$ cat src/rtl/core/bci_pkg.sv
// Shared widths, command codes and controller/datapath interface types for the curve interpolator.
package bci_pkg;

	// Field widths
	localparam int CHG_W  = 17;
	localparam int VOLT_W = 17;
	localparam int RES_W  = 20;
	localparam int CNT_W  = 7;
	localparam int PIDX_W = 6;

	// Default table depth
	localparam int MAX_POINTS_DEF = 64;

	// Divider: quotient magnitude always stays below 2^QUOT_W
	localparam int QUOT_W = 20;
	localparam int QCNT_W = $clog2(QUOT_W);
	// Product magnitude width: |dy| < 2^RES_W, numerator < 2^CHG_W
	localparam int MAG_W  = RES_W + CHG_W;

	// Saturation limits
	localparam logic [VOLT_W-1:0] VOLT_MAX = '1;
	localparam logic [RES_W-1:0]  RES_MAX  = '1;

	// Request types
	localparam logic REQ_WRITE = 1'b0;
	localparam logic REQ_QUERY = 1'b1;

	// Read address select
	localparam logic [1:0] SEL_ZERO   = 2'd0;
	localparam logic [1:0] SEL_LAST   = 2'd1;
	localparam logic [1:0] SEL_SEARCH = 2'd2;
	localparam logic [1:0] SEL_NEXT   = 2'd3;

	// Result source select
	localparam logic [1:0] EMIT_EMPTY  = 2'd0;
	localparam logic [1:0] EMIT_RD     = 2'd1;
	localparam logic [1:0] EMIT_LEFT   = 2'd2;
	localparam logic [1:0] EMIT_INTERP = 2'd3;

	// Controller to datapath commands
	typedef struct packed {
		logic       wr;
		logic       load;
		logic       rd_en;
		logic [1:0] rd_sel;
		logic       srch_upd;
		logic       latch_a;
		logic       latch_b;
		logic       mul;
		logic       abs_init;
		logic       div_step;
		logic       emit;
		logic [1:0] emit_sel;
	} bci_cmd_t;

	// Datapath to controller status
	typedef struct packed {
		logic n_zero;
		logic c_le_rd;
		logic c_ge_rd;
		logic srch_done;
		logic den_zero;
		logic div_last;
	} bci_sts_t;

endpackage

$ cat src/rtl/core/bci_ctrl.sv
// Sequencing state machine: table write, end checks, binary search, interpolation, divide.
module bci_ctrl import bci_pkg::*; (
	input  logic     clk,
	input  logic     arst_n,
	input  logic     start,
	input  logic     req_type,
	input  bci_sts_t sts,
	output bci_cmd_t cmd,
	output logic     busy
);

	localparam logic [3:0] S_IDLE = 4'd0;
	localparam logic [3:0] S_CHK0 = 4'd1;
	localparam logic [3:0] S_CHKL = 4'd2;
	localparam logic [3:0] S_SRCH = 4'd3;
	localparam logic [3:0] S_RDA  = 4'd4;
	localparam logic [3:0] S_RDB  = 4'd5;
	localparam logic [3:0] S_MUL  = 4'd6;
	localparam logic [3:0] S_ABS  = 4'd7;
	localparam logic [3:0] S_DIV  = 4'd8;
	localparam logic [3:0] S_FIN  = 4'd9;

	logic [3:0] state_q;
	logic [3:0] state_nxt;

	// State register
	always_ff @(posedge clk or negedge arst_n) begin
		if (!arst_n) begin
			state_q <= S_IDLE;
		end else begin
			state_q <= state_nxt;
		end
	end

	assign busy = (state_q != S_IDLE);

	// Next state and commands
	always_comb begin
		cmd       = '0;
		state_nxt = state_q;
		unique case (state_q)
			S_IDLE: begin
				if (start) begin
					if (req_type == REQ_WRITE) begin
						cmd.wr = 1'b1;
					end else begin
						cmd.load   = 1'b1;
						cmd.rd_en  = 1'b1;
						cmd.rd_sel = SEL_ZERO;
						state_nxt  = S_CHK0;
					end
				end
			end
			S_CHK0: begin
				// entry 0 on the read port
				if (sts.n_zero) begin
					cmd.emit     = 1'b1;
					cmd.emit_sel = EMIT_EMPTY;
					state_nxt    = S_IDLE;
				end else if (sts.c_le_rd) begin
					cmd.emit     = 1'b1;
					cmd.emit_sel = EMIT_RD;
					state_nxt    = S_IDLE;
				end else begin
					cmd.rd_en  = 1'b1;
					cmd.rd_sel = SEL_LAST;
					state_nxt  = S_CHKL;
				end
			end
			S_CHKL: begin
				// last entry on the read port
				if (sts.c_ge_rd) begin
					cmd.emit     = 1'b1;
					cmd.emit_sel = EMIT_RD;
					state_nxt    = S_IDLE;
				end else begin
					cmd.rd_en  = 1'b1;
					cmd.rd_sel = SEL_SEARCH;
					state_nxt  = sts.srch_done ? S_RDA : S_SRCH;
				end
			end
			S_SRCH: begin
				cmd.srch_upd = 1'b1;
				cmd.rd_en    = 1'b1;
				cmd.rd_sel   = SEL_SEARCH;
				state_nxt    = sts.srch_done ? S_RDA : S_SRCH;
			end
			S_RDA: begin
				cmd.latch_a = 1'b1;
				cmd.rd_en   = 1'b1;
				cmd.rd_sel  = SEL_NEXT;
				state_nxt   = S_RDB;
			end
			S_RDB: begin
				cmd.latch_b = 1'b1;
				state_nxt   = S_MUL;
			end
			S_MUL: begin
				// repeated or descending charges: take the left point
				if (sts.den_zero) begin
					cmd.emit     = 1'b1;
					cmd.emit_sel = EMIT_LEFT;
					state_nxt    = S_IDLE;
				end else begin
					cmd.mul   = 1'b1;
					state_nxt = S_ABS;
				end
			end
			S_ABS: begin
				cmd.abs_init = 1'b1;
				state_nxt    = S_DIV;
			end
			S_DIV: begin
				cmd.div_step = 1'b1;
				if (sts.div_last) begin
					state_nxt = S_FIN;
				end
			end
			S_FIN: begin
				cmd.emit     = 1'b1;
				cmd.emit_sel = EMIT_INTERP;
				state_nxt    = S_IDLE;
			end
			default: begin
				state_nxt = S_IDLE;
			end
		endcase
	end

endmodule

$ cat config.mk
export PLATFORM = sky130hd
export DESIGN_NAME = bci_ctrl
export DESIGN_NICKNAME = d
export VERILOG_FILES = /design/src/rtl/core/bci_pkg.sv /design/src/rtl/core/bci_ctrl.sv
export SDC_FILE = /design/constraint.sdc
export NUM_CORES = 1
export LEC_CHECK = 0
export BUFFER_PORTS_ARGS = -buffer_cell sky130_fd_sc_hd__buf_2
export CAP_MARGIN = 15
export CELL_PAD_IN_SITES_DETAIL_PLACEMENT = 0
export CELL_PAD_IN_SITES_GLOBAL_PLACEMENT = 1
export CORE_MARGIN = 5
export CORE_UTILIZATION = 29
export CTS_CLUSTER_SIZE = 16
export DETAILED_ROUTE_END_ITERATION = 6
export GPL_TIMING_DRIVEN = 0
export PLACE_DENSITY = 0.85
export SLEW_MARGIN = 20
export SYNTH_ARGS = -nofsm -noshare
export SYNTH_HDL_FRONTEND = slang
export SYNTH_SLANG_ARGS = --single-unit
$ cat constraint.sdc
create_clock -name clk -period 1.58 [get_ports clk]
set_input_delay 0.079 -clock clk [delete_from_list [all_inputs] [get_ports clk]]
set_output_delay 0.079 -clock clk [all_outputs]
set_load 0.1 [all_outputs]
==> metrics.md, run 1 <==
| Metric | Value |
|---|---|
| TritonCTS clock tree | yes |
| Largest net degree at the start of global routing | 11 |
| # rows | 14 |
| Vias | 609 |
| WP data required | 1.50 ns |
| Fin worst setup slack | -0.111 ns |
| CP Data Arrival Time | ~1.6 ns |
| CP Cell Sequence | buf_6 -> nor4_4 -> inv_2 -> nor3b_4 -> buf_12 |
| Port Buffers | 24 |
| CP max-delay cell | dfrtp_1 |
| Final hold violation count | 0 |
| Max FFs per register | 4 |
| RSZ-0062 raised after global routing | true |
| Drt wl/cell | about 15 um |
| Tot GR Track Use | 0.130 |
| Diode count | 0 |
| Starting DRT DRC Count | 11 |
| Sequential-to-total area share from yosys stat | 0.217 |
| Crit. End Element | primary output |
| Routed WL | ~1800 um |
| Clk Latency, worst-skew pair | 0.23 ns |
| Clk sink count | 4 |
| Worst-margin pin slew | around 0.48 ns |
| Period utilization | 1.07 |
| Mapped Avg Cell Area | ~8 um^2 |
| Vias in the first global route | 574 |
| Top Registers | state_q: 4 flops |
| H-tree levels | 1 |
| Cts bufs inserted | 3 |
| Mapped Cells | 57 |
| Netlist cell types | 27 |
| Max Cap Viol | 0 |
| Fill cell count | between 100 and 150 |
| Total Neg Setup Slack | -0.447 ns |
| Fmax | slightly below 600 MHz |
| Register area | slightly above 100 um^2 |
| Initial antenna violation count | 0 |
| Worst slew margin | 0.680 |
| First-pass GRT wire length | roughly 2600 um |
| Routability Congestion | between 0.7 and 0.8 |
| Fin area | between 0.001 and 0.0015 mm^2 |
| Status | complete, but fails checks |
| Area of the multi-input gates | around 470 um^2 |
| Tmin final | 1.69 ns |
| Slowest cell delay on critical path | approximately 0.40 ns |
| Clock root buffer | clkbuf_4 |
| Core area | around 0.0015 mm^2 |
| Startpoint Class | flop |
| Top Ports | 25 |
| Clk_skew | roughly 0.0056 ns |
| Proportion of layout cells with a drive suffix above 1 | 0.704 |
| Hold Path Class | input pin to flop |
| Yosys reg bits | 4 |
| Final count of negative-setup-slack endpoints | 9 |
| Most flops, register | state_q |
| Crit Path Category | flop to primary output |
| Die W | 49.9 um |
| Die height | ~50 um |
| Commonest non-fill, non-tap cell in the layout | buf_4 |
| Synth Net Count | between 60 and 70 |
| Final HPWL DP | around 1000 um |
| Starting density of the core | 0.306 |
| Post-place instance area | around 730 um^2 |
| Failing checks | negative setup slack |
| Area Overhead vs Synth | 126% |
| Drt pass-1 iters | 4 |
| Clk buf depth | 2 |
| Total grt overflow | 0 |
| Nets | between 100 and 150 |
| DRC | 0 |
| Antenna Nets Post-Route | 0 |
| Clock slew at reported path FFs | around 0.030 ns |
| Pins Over Slew Limit | 0 |
| Mapped cell area | roughly 460 um^2 |
| Most frequent cells in the layout | buf_4, buf_2, buf_12 |
| Synth Warn # | 0 |
| Die area | approximately 0.0025 mm^2 |
| Via/cell ratio | between 5 and 6 |
| CP max FO | 6 |
-- routing by layer --
layer,wire length [um],GRT usage,vias up
met5,0,0,-
met4,0,0.0524,0
met3,85,0.0120,0
met2,988,0.227,21
met1,690,0.160,296
li1,-,-,292
-- synthesized netlist by cell type --
cell	number	area share
nand3b_1	3	0.049
nor4b_2	1	0.033
nor3b_2	1	0.027
or3b_1	1	0.019
o221ai_1	1	0.019
dfrtp_1	4	0.22
nor4b_1	1	0.019
nand4b_1	2	0.038
nor2b_1	2	0.027
nor3_1	3	0.033
nor2_1	7	0.057
a222oi_1	1	0.022
or2b_1	1	0.016
a221o_1	1	0.022
nand3_1	2	0.022
nand2b_1	6	0.081
inv_1	1	0.0081
a22oi_2	1	0.027
o21ai_0	3	0.033
nor4_2	1	0.027
buf_2	1	0.011
nand2_1	5	0.041
buf_6	3	0.073
or2_2	1	0.014
nand4bb_1	1	0.024
o21ai_1	1	0.011
a21o_1	2	0.033
-- cell type report --
cell class                      count  area share
Multi-Input combinational cell     48       0.446
Timing Repair Buffer               38       0.368
Sequential cell                     4      0.0983
Buffer                              4      0.0432
Clock buffer                        3      0.0216
Tap cell                           16      0.0192
Inverter                            1     0.00360
-- worst paths after layout --
kind	startpoint	endpoint	slack, ns	cells after the start
max	state_q[0]	cmd[13]	-0.11	5
min	sts[2]	state_q[2]	0.16	3
max reg2reg	state_q[3]	state_q[0]	-0.01	4
min reg2reg	state_q[3]	state_q[1]	0.79	3
max in group asynchronous	arst_n	state_q[3]	1.26	2
min in group asynchronous	arst_n	state_q[1]	0.20	2
-- what timing repair did --
item | 4_1_cts | 5_1_grt
gates resized for setup | 40 | 12
cloned | 0 | 1
buffers inserted | 8 | 4
pin swaps | 6 | 5
hold buffers | 1 | 0
hold endpoints to repair | 4 | 0
endpoints found under the setup margin | 15 | 13
-- metrics by stage --
stage	cells	setup WS, ns	hold slack, ns	utilization
after floorplan	57	-0.803	-0.217	-
after global placement	97	-0.188	-0.117	0.484
after detailed placement	97	-0.221	-0.116	0.484
after CTS	109	-0.116	0.129	0.637
after global routing	114	-0.183	0.159	0.693
final	114	-0.111	0.156	0.693
-- kinds of logic after synthesis --
family,share of synthesized area
AOI/OAI and AO/OA,0.165
buffers and inverters,0.0921
DFF,0.217
and+or+nand+nor,0.526
-- critical path, delay by kind of cell, from the launching register on --
family,cells,cell delay [ns]
buffers and inverters,3,0.47
flip-flops,1,0.40
AND/OR/NAND/NOR,2,0.50
Power of run 1 is not shown: default switching activity piles up to over one toggle a cycle in this logic, so the estimate is an artifact.
==> run 2: changes to the inputs <==
--- a/config.mk
+++ b/config.mk
@@ -5,12 +5,13 @@
 export SDC_FILE = /design/constraint.sdc
 export NUM_CORES = 1
 export LEC_CHECK = 0
+export ABC_AREA = 1
 export BUFFER_PORTS_ARGS = -buffer_cell sky130_fd_sc_hd__buf_2
 export CAP_MARGIN = 15
 export CELL_PAD_IN_SITES_DETAIL_PLACEMENT = 0
 export CELL_PAD_IN_SITES_GLOBAL_PLACEMENT = 1
 export CORE_MARGIN = 5
-export CORE_UTILIZATION = 29
+export CORE_UTILIZATION = 27
 export CTS_CLUSTER_SIZE = 16
 export DETAILED_ROUTE_END_ITERATION = 6
 export GPL_TIMING_DRIVEN = 0
==> run 2 against run 1 <==
Net effect:
- the flow now finishes without violations
- register-to-register slack gained 0.33 ns
- synthesized cell count grew 25%
- final cell count grew 7.0%
- critical endpoint unchanged
- largest cell class unchanged
==> metrics.md, run 2 <==
| Metric | Value |
|---|---|
| Status | completed |
| Slowest cell delay on critical path | between 0.4 and 0.5 ns |
| Fill cell count | around 150 |
| Starting density of the core | 0.291 |
| Drt pass-1 iters | 4 |
| Tot GR Track Use | 0.112 |
| TritonCTS clock tree | yes |
| Final HPWL DP | 1010 um |
| Tmin final | ~1.6 ns |
| Sequential-to-total area share from yosys stat | 0.223 |
| Ys async rst share | 1.00 |
| Commonest cells post-synth | inv_1, nand2_1, nand3_1 |
| Drt wl/cell | between 10 and 15 um |
| Reg2reg end | state_q[0] |
| Die height | between 50 and 60 um |
| Worst path depth | 5 |
| Worst hold path cell count | 3 |
| Nets | approximately 120 |
| Ys flop type | dfrtp_1 |
| R2r setup slk | around 0.32 ns |
| Via/cell ratio | between 4 and 5 |
| Hold EP | state_q[0] |
| Clock root buffer | clkbuf_4 |
| Cell family contributing the most delay on the critical path | simple AND/OR/NAND/NOR gates |
| Commonest non-fill, non-tap cell in the layout | inv_1 |
| Most flops, register | state_q |
| Most frequent cell after synthesis | inv_1 |
| Area Overhead vs Synth | 94.2% |
| Cts bufs inserted | 3 |
| Pins Over Slew Limit | 0 |
| Top post-synthesis cells by area | dfrtp_1, inv_1, nand3_1, nor2_4, nand2_1 |
| Hold Path Class | input pin to flop |
| Clk_skew | 0.00950 ns |
| H-tree levels | 1 |
| Routed WL | 1300 um |
| Layout Cells excl Fill | around 120 |
| Max Cap Viol | 0 |
| EDFF count, synth | 0 |
| Port Buffers | 24 |
| Final hold violation count | 0 |
| Worst hold start | sts[0] |
| Starting DRT DRC Count | 7 |
| First-pass GRT wire length | 2230 um |
| Worst slew margin | 0.678 |
| Yosys reg bits | 4 |
| WP data required | 1.50 ns |
| Die area | ~0.0026 mm^2 |
| Final count of negative-setup-slack endpoints | 0 |
| Cell count of the worst reg-to-reg path | 7 |
| Vias | between 500 and 600 |
| Clk buf depth | 2 |
| CP Buf/Inv Count | 2 |
| Top Ports | 25 |
| Antenna Nets Post-Route | 0 |
| Synth Net Count | 81 |
| Fmax | roughly 640 MHz |
| Synth area leader | dfrtp_1 |
| Total grt overflow | 0 |
| R2r startpoint | state_q[3] |
| Worst-margin pin slew | a little under 0.5 ns |
| DRC | 0 |
| Netlist cell types | 19 |
| Synth Warn # | 0 |
| Diode count | 0 |
| Die W | slightly above 50 um |
| # rows | 14 |
| Routability Congestion | around 0.74 |
| Clk Latency, worst-skew pair | about 0.24 ns |
| Mapped Cells | 71 |
| Period utilization | 0.996 |
| Startpoint Class | flop |
| Most frequent cells in the layout | inv_1, buf_2, nand3_1 |
| Largest net degree at the start of global routing | 7 |
| Inst Count DP | 111 |
| Proportion of layout cells with a drive suffix above 1 | 0.594 |
| Clock slew at reported path FFs | 0.04 ns |
| Initial antenna violation count | 0 |
| Fin worst setup slack | between 0.006 and 0.007 ns |
| Crit Path Category | flop to primary output |
| RSZ-0062 raised after global routing | true |
| Clk sink count | 4 |
| Crit. End Element | primary output |
| Top Registers | state_q: 4 flops |
| Post-synth top area share | 0.223 |
| Mapped cell area | ~450 um^2 |
| CP max-delay cell | dfrtp_2 |
| Max FFs per register | 4 |
| CP Data Arrival Time | 1.49 ns |
| Vias in the first global route | between 500 and 600 |
| Post-place setup slack | -0.0472 ns |
| Mapped Avg Cell Area | between 6 and 7 um^2 |
| CP max FO | 6 |
| Hold_ws | around 0.12 ns |
| Core area | 0.00154 mm^2 |
| CP Cell Sequence | nor2_4 -> buf_6 -> nand2_4 -> nor3b_4 -> buf_12 |
run 2: cell count changes after synthesis, sizes merged, moves of 3 or more:
cell,delta
buf,-4
inv,+16
nand2,+9
nand2b,-6
nand3,+9
nor2,+8
nor3,-3
run 2: cells by family (layout without fill, tap and decap cells):
logic type | after synthesis | in the layout | synth area share
flip-flops | 4 | 4 | 0.223
AO/OA/AOI/OAI | 5 | 5 | 0.0780
AND/OR/NAND/NOR | 44 | 44 | 0.549
buffers and inverters | 18 | 53 | 0.150
run 2: through the flow:
step           TNS [ns]  utilization  instance area (um^2)
4_1_cts         -0.0306        0.506                   779
5_1_grt          -0.263        0.566                   872
3_3_place_gp    -0.0318        0.407                   628
6_report              0        0.566                   872
3_5_place_dp    -0.0658        0.407                   628
2_1_floorplan    -0.488            -                   488
run 2: area by class of cell:
cell class                      count  area (um^2)  area share
Timing Repair Buffer               31          308       0.353
Sequential cell                     4          104       0.119
Inverter                           18         71.3      0.0818
Tap cell                           16         20.0      0.0230
Multi-Input combinational cell     49          343       0.393
Clock buffer                        4         26.3      0.0301
run 2: how the worst max path moves through the flow:
stage / slack [ns] / startpoint / to
after global placement: -0.03 / state_q[3] / cmd[11]
after global routing: -0.07 / state_q[2] / cmd[2]
after detailed placement: -0.05 / state_q[3] / cmd[11]
after CTS: -0.02 / state_q[0] / cmd[11]
final: 0.006 / state_q[3] / cmd[13]
after floorplan: -0.31 / state_q[0] / cmd[13]
run 2: routing by layer:
| layer | GRT usage | part of all wire | vias to the layer above |
|---|---|---|---|
| met5 | 0 | 0 | - |
| met4 | 0.0766 | 0.024 | 0 |
| met3 | 0.0325 | 0.093 | 4 |
| met2 | 0.165 | 0.46 | 25 |
| met1 | 0.139 | 0.42 | 236 |
| li1 | - | - | 289 |
run 2: timing repair:
| action | 4_1_cts | 5_1_grt |
|---|---|---|
| hold endpoints to repair | 4 | 0 |
| endpoints found under the setup margin | 12 | 11 |
| buffers inserted | 4 | 2 |
| resized for setup | 29 | 20 |
| hold buffers | 1 | 0 |
| pin swaps | 3 | 6 |
run 2: worst reg2reg max path: cells and delay by family, from the launching register on:
family	cells	cell delay, ns
DFF	1	0.43
and+or+nand+nor	3	0.32
AOI/OAI and AO/OA	1	0.07
buffers and inverters	3	0.32
Power of run 2 is left out for the same reason.
==> run 3: changes to the inputs <==
--- a/config.mk
+++ b/config.mk
@@ -15,7 +15,7 @@
 export CTS_CLUSTER_SIZE = 16
 export DETAILED_ROUTE_END_ITERATION = 6
 export GPL_TIMING_DRIVEN = 0
-export PLACE_DENSITY = 0.85
+export PLACE_DENSITY = 0.82
 export SLEW_MARGIN = 20
 export SYNTH_ARGS = -nofsm -noshare
 export SYNTH_HDL_FRONTEND = slang
==> constraint.sdc (replaced) <==
create_clock -name clk -period 1.58 [get_ports clk]
set_input_delay 0.079 -clock clk [delete_from_list [all_inputs] [get_ports clk]]
set_output_delay 0.079 -clock clk [all_outputs]
set_load 0.01 [all_outputs]
==> run 3 against run 2 <==
Net effect:
- final cell count decreased by 4.1%
- wire length is 11% lower
- die area is the same
- sequential cell count unchanged
- utilization is 15 points lower
- critical endpoint is now cmd[11]
==> metrics.md, run 3 (synthesis gave the netlist of run 2 again) <==
| Metric | Value |
|---|---|
| Final count of negative-setup-slack endpoints | 0 |
| Met1 global-route usage | 0.142 |
| Grt met3 use | 0.0237 |
| Max FFs per register | 4 |
| Initial antenna violation count | 0 |
| Area of the multi-input gates | ~290 um^2 |
| Final hold violation count | 0 |
| Top Ports | 25 |
| WP data required | 1.50 ns |
| Max VDD drop | 0.888 mV |
| Max Cap Viol | 0 |
| First-pass GRT wire length | about 2000 um |
| # rows | 14 |
| Via/cell ratio | 4.35 |
| Tot GR Track Use | 0.100 |
| Largest net degree at the start of global routing | 9 |
| Area Overhead vs Synth | 43.5% |
| PwrDens | around 1800 mW/mm^2 |
| Core area | roughly 0.0015 mm^2 |
| Die area | around 0.0026 mm^2 |
| M2 GR Usage | 0.132 |
| CP Data Arrival Time | approximately 1.4 ns |
| Crit Path Category | flop to primary output |
| Fmax | 676 MHz |
| Most flops, register | state_q |
| Clk Latency, worst-skew pair | about 0.24 ns |
| Starting density of the core | 0.291 |
| Post-place instance area | about 590 um^2 |
| Vias | around 510 |
| Fin worst setup slack | 0.102 ns |
| Fin area | about 640 um^2 |
| H-tree levels | 1 |
| Clk buf depth | 2 |
| Clock root buffer | clkbuf_4 |
| Clock slew at reported path FFs | ~0.04 ns |
| Cts bufs inserted | 3 |
| Status | completed |
| Drt wl/cell | slightly below 10 um |
| Top Usage Layer GRT | met1 |
| Hold_ws | between 0.1 and 0.15 ns |
| Startpoint Class | flop |
| Pins Over Slew Limit | 0 |
| DRC | 0 |
| Proportion of layout cells with a drive suffix above 1 | 0.465 |
| Tot Pwr | about 1.2 mW |
| Routability Congestion | roughly 0.76 |
| Hold Path Class | input pin to flop |
| Tmin final | 1.48 ns |
| Commonest non-fill, non-tap cell in the layout | buf_2 |
| CP max FO | 7 |
| Nets | 113 |
| Post-place setup slack | approximately 0.28 ns |
| Die W | 50.8 um |
| Register area | a little over 100 um^2 |
| TritonCTS clock tree | yes |
| Starting DRT DRC Count | 21 |
| Top Registers | state_q: 4 flops |
| Most frequent cells in the layout | buf_2, inv_1, nand2_1 |
| Clk sink count | 4 |
| Total Neg Setup Slack | 0 ns |
| Antenna Nets Post-Route | 0 |
| Die height | slightly above 50 um |
| Diode count | 0 |
| Period utilization | 0.936 |
| Worst-margin pin slew | just over 0.2 ns |
| Worst slew margin | 0.864 |
| Final HPWL DP | 947 um |
| Vias in the first global route | 460 |
| Port Buffers | 24 |
| Fill cell count | 174 |
| Clk_skew | roughly 0.00032 ns |
| Routed WL | approximately 1200 um |
| Pleak | around 0.44 nW |
| Crit. End Element | primary output |
| Total grt overflow | 0 |
| Drt pass-1 iters | 4 |
run 3: cell count changes in the layout (fill, tap and decap cells not counted), sizes merged:
| cell | before | now |
|---|---|---|
| clkbuf | 6 | 3 |
| clkinvlp | 1 | 0 |
| buf | 28 | 26 |
| inv | 16 | 17 |
run 3: power breakdown:
group / switching [mW] / internal (mW)
clock: 0.0455 / 0.0852
sequential: 0.0648 / 0.147
combinational: 0.506 / 0.341
total: 0.617 / 0.573
run 3: critical path, stage by stage, from the launching register on:
cell	delay [ns]
dfrtp_2	0.45
nor2_4	0.18
buf_4	0.15
nand2_2	0.05
nand2_1	0.10
nor2_4	0.06
nand3_2	0.05
buf_2	0.12
run 3: worst paths after layout:
path                       startpoint  depth (start not counted)  slack [ns]         end
setup / recovery           state_q[3]                          7        0.10     cmd[11]
hold / removal                 sts[0]                          3        0.11  state_q[0]
setup reg to reg           state_q[3]                          6        0.41  state_q[2]
hold reg to reg            state_q[1]                          2        0.65  state_q[3]
max in group asynchronous      arst_n                          2        1.28  state_q[3]
min in group asynchronous      arst_n                          2        0.17  state_q[1]
run 3: what timing repair did:
action / in CTS / in global routing
hold buffers: 1 / 0
endpoints found under the setup margin: 0 / 6
resized for setup: 0 / 3
buffers inserted: 0 / 2
endpoints found under the hold margin: 4 / 0
run 3: through the flow:
step / cells / util
2_1_floorplan: 71 / -
4_1_cts: 115 / 0.403
3_5_place_dp: 111 / 0.382
5_1_grt: 117 / 0.418
6_report: 117 / 0.418
3_3_place_gp: 111 / 0.382
run 3: area by class of cell:
class / count / area share
tap: 16 / 0.0311
inverter: 18 / 0.105
clock buffer: 3 / 0.0350
sequential: 4 / 0.159
multi-input combinational: 49 / 0.445
timing repair buffer: 27 / 0.225
run 3: routing by layer:
layer / share of wire / vias up / routed length (um)
li1: - / 279 / -
met1: 0.51 / 204 / 593
met2: 0.38 / 23 / 435
met3: 0.092 / 3 / 106
met4: 0.018 / 0 / 21
met5: 0 / - / 0
No activity file was read; power rests on OpenSTA's default activity.
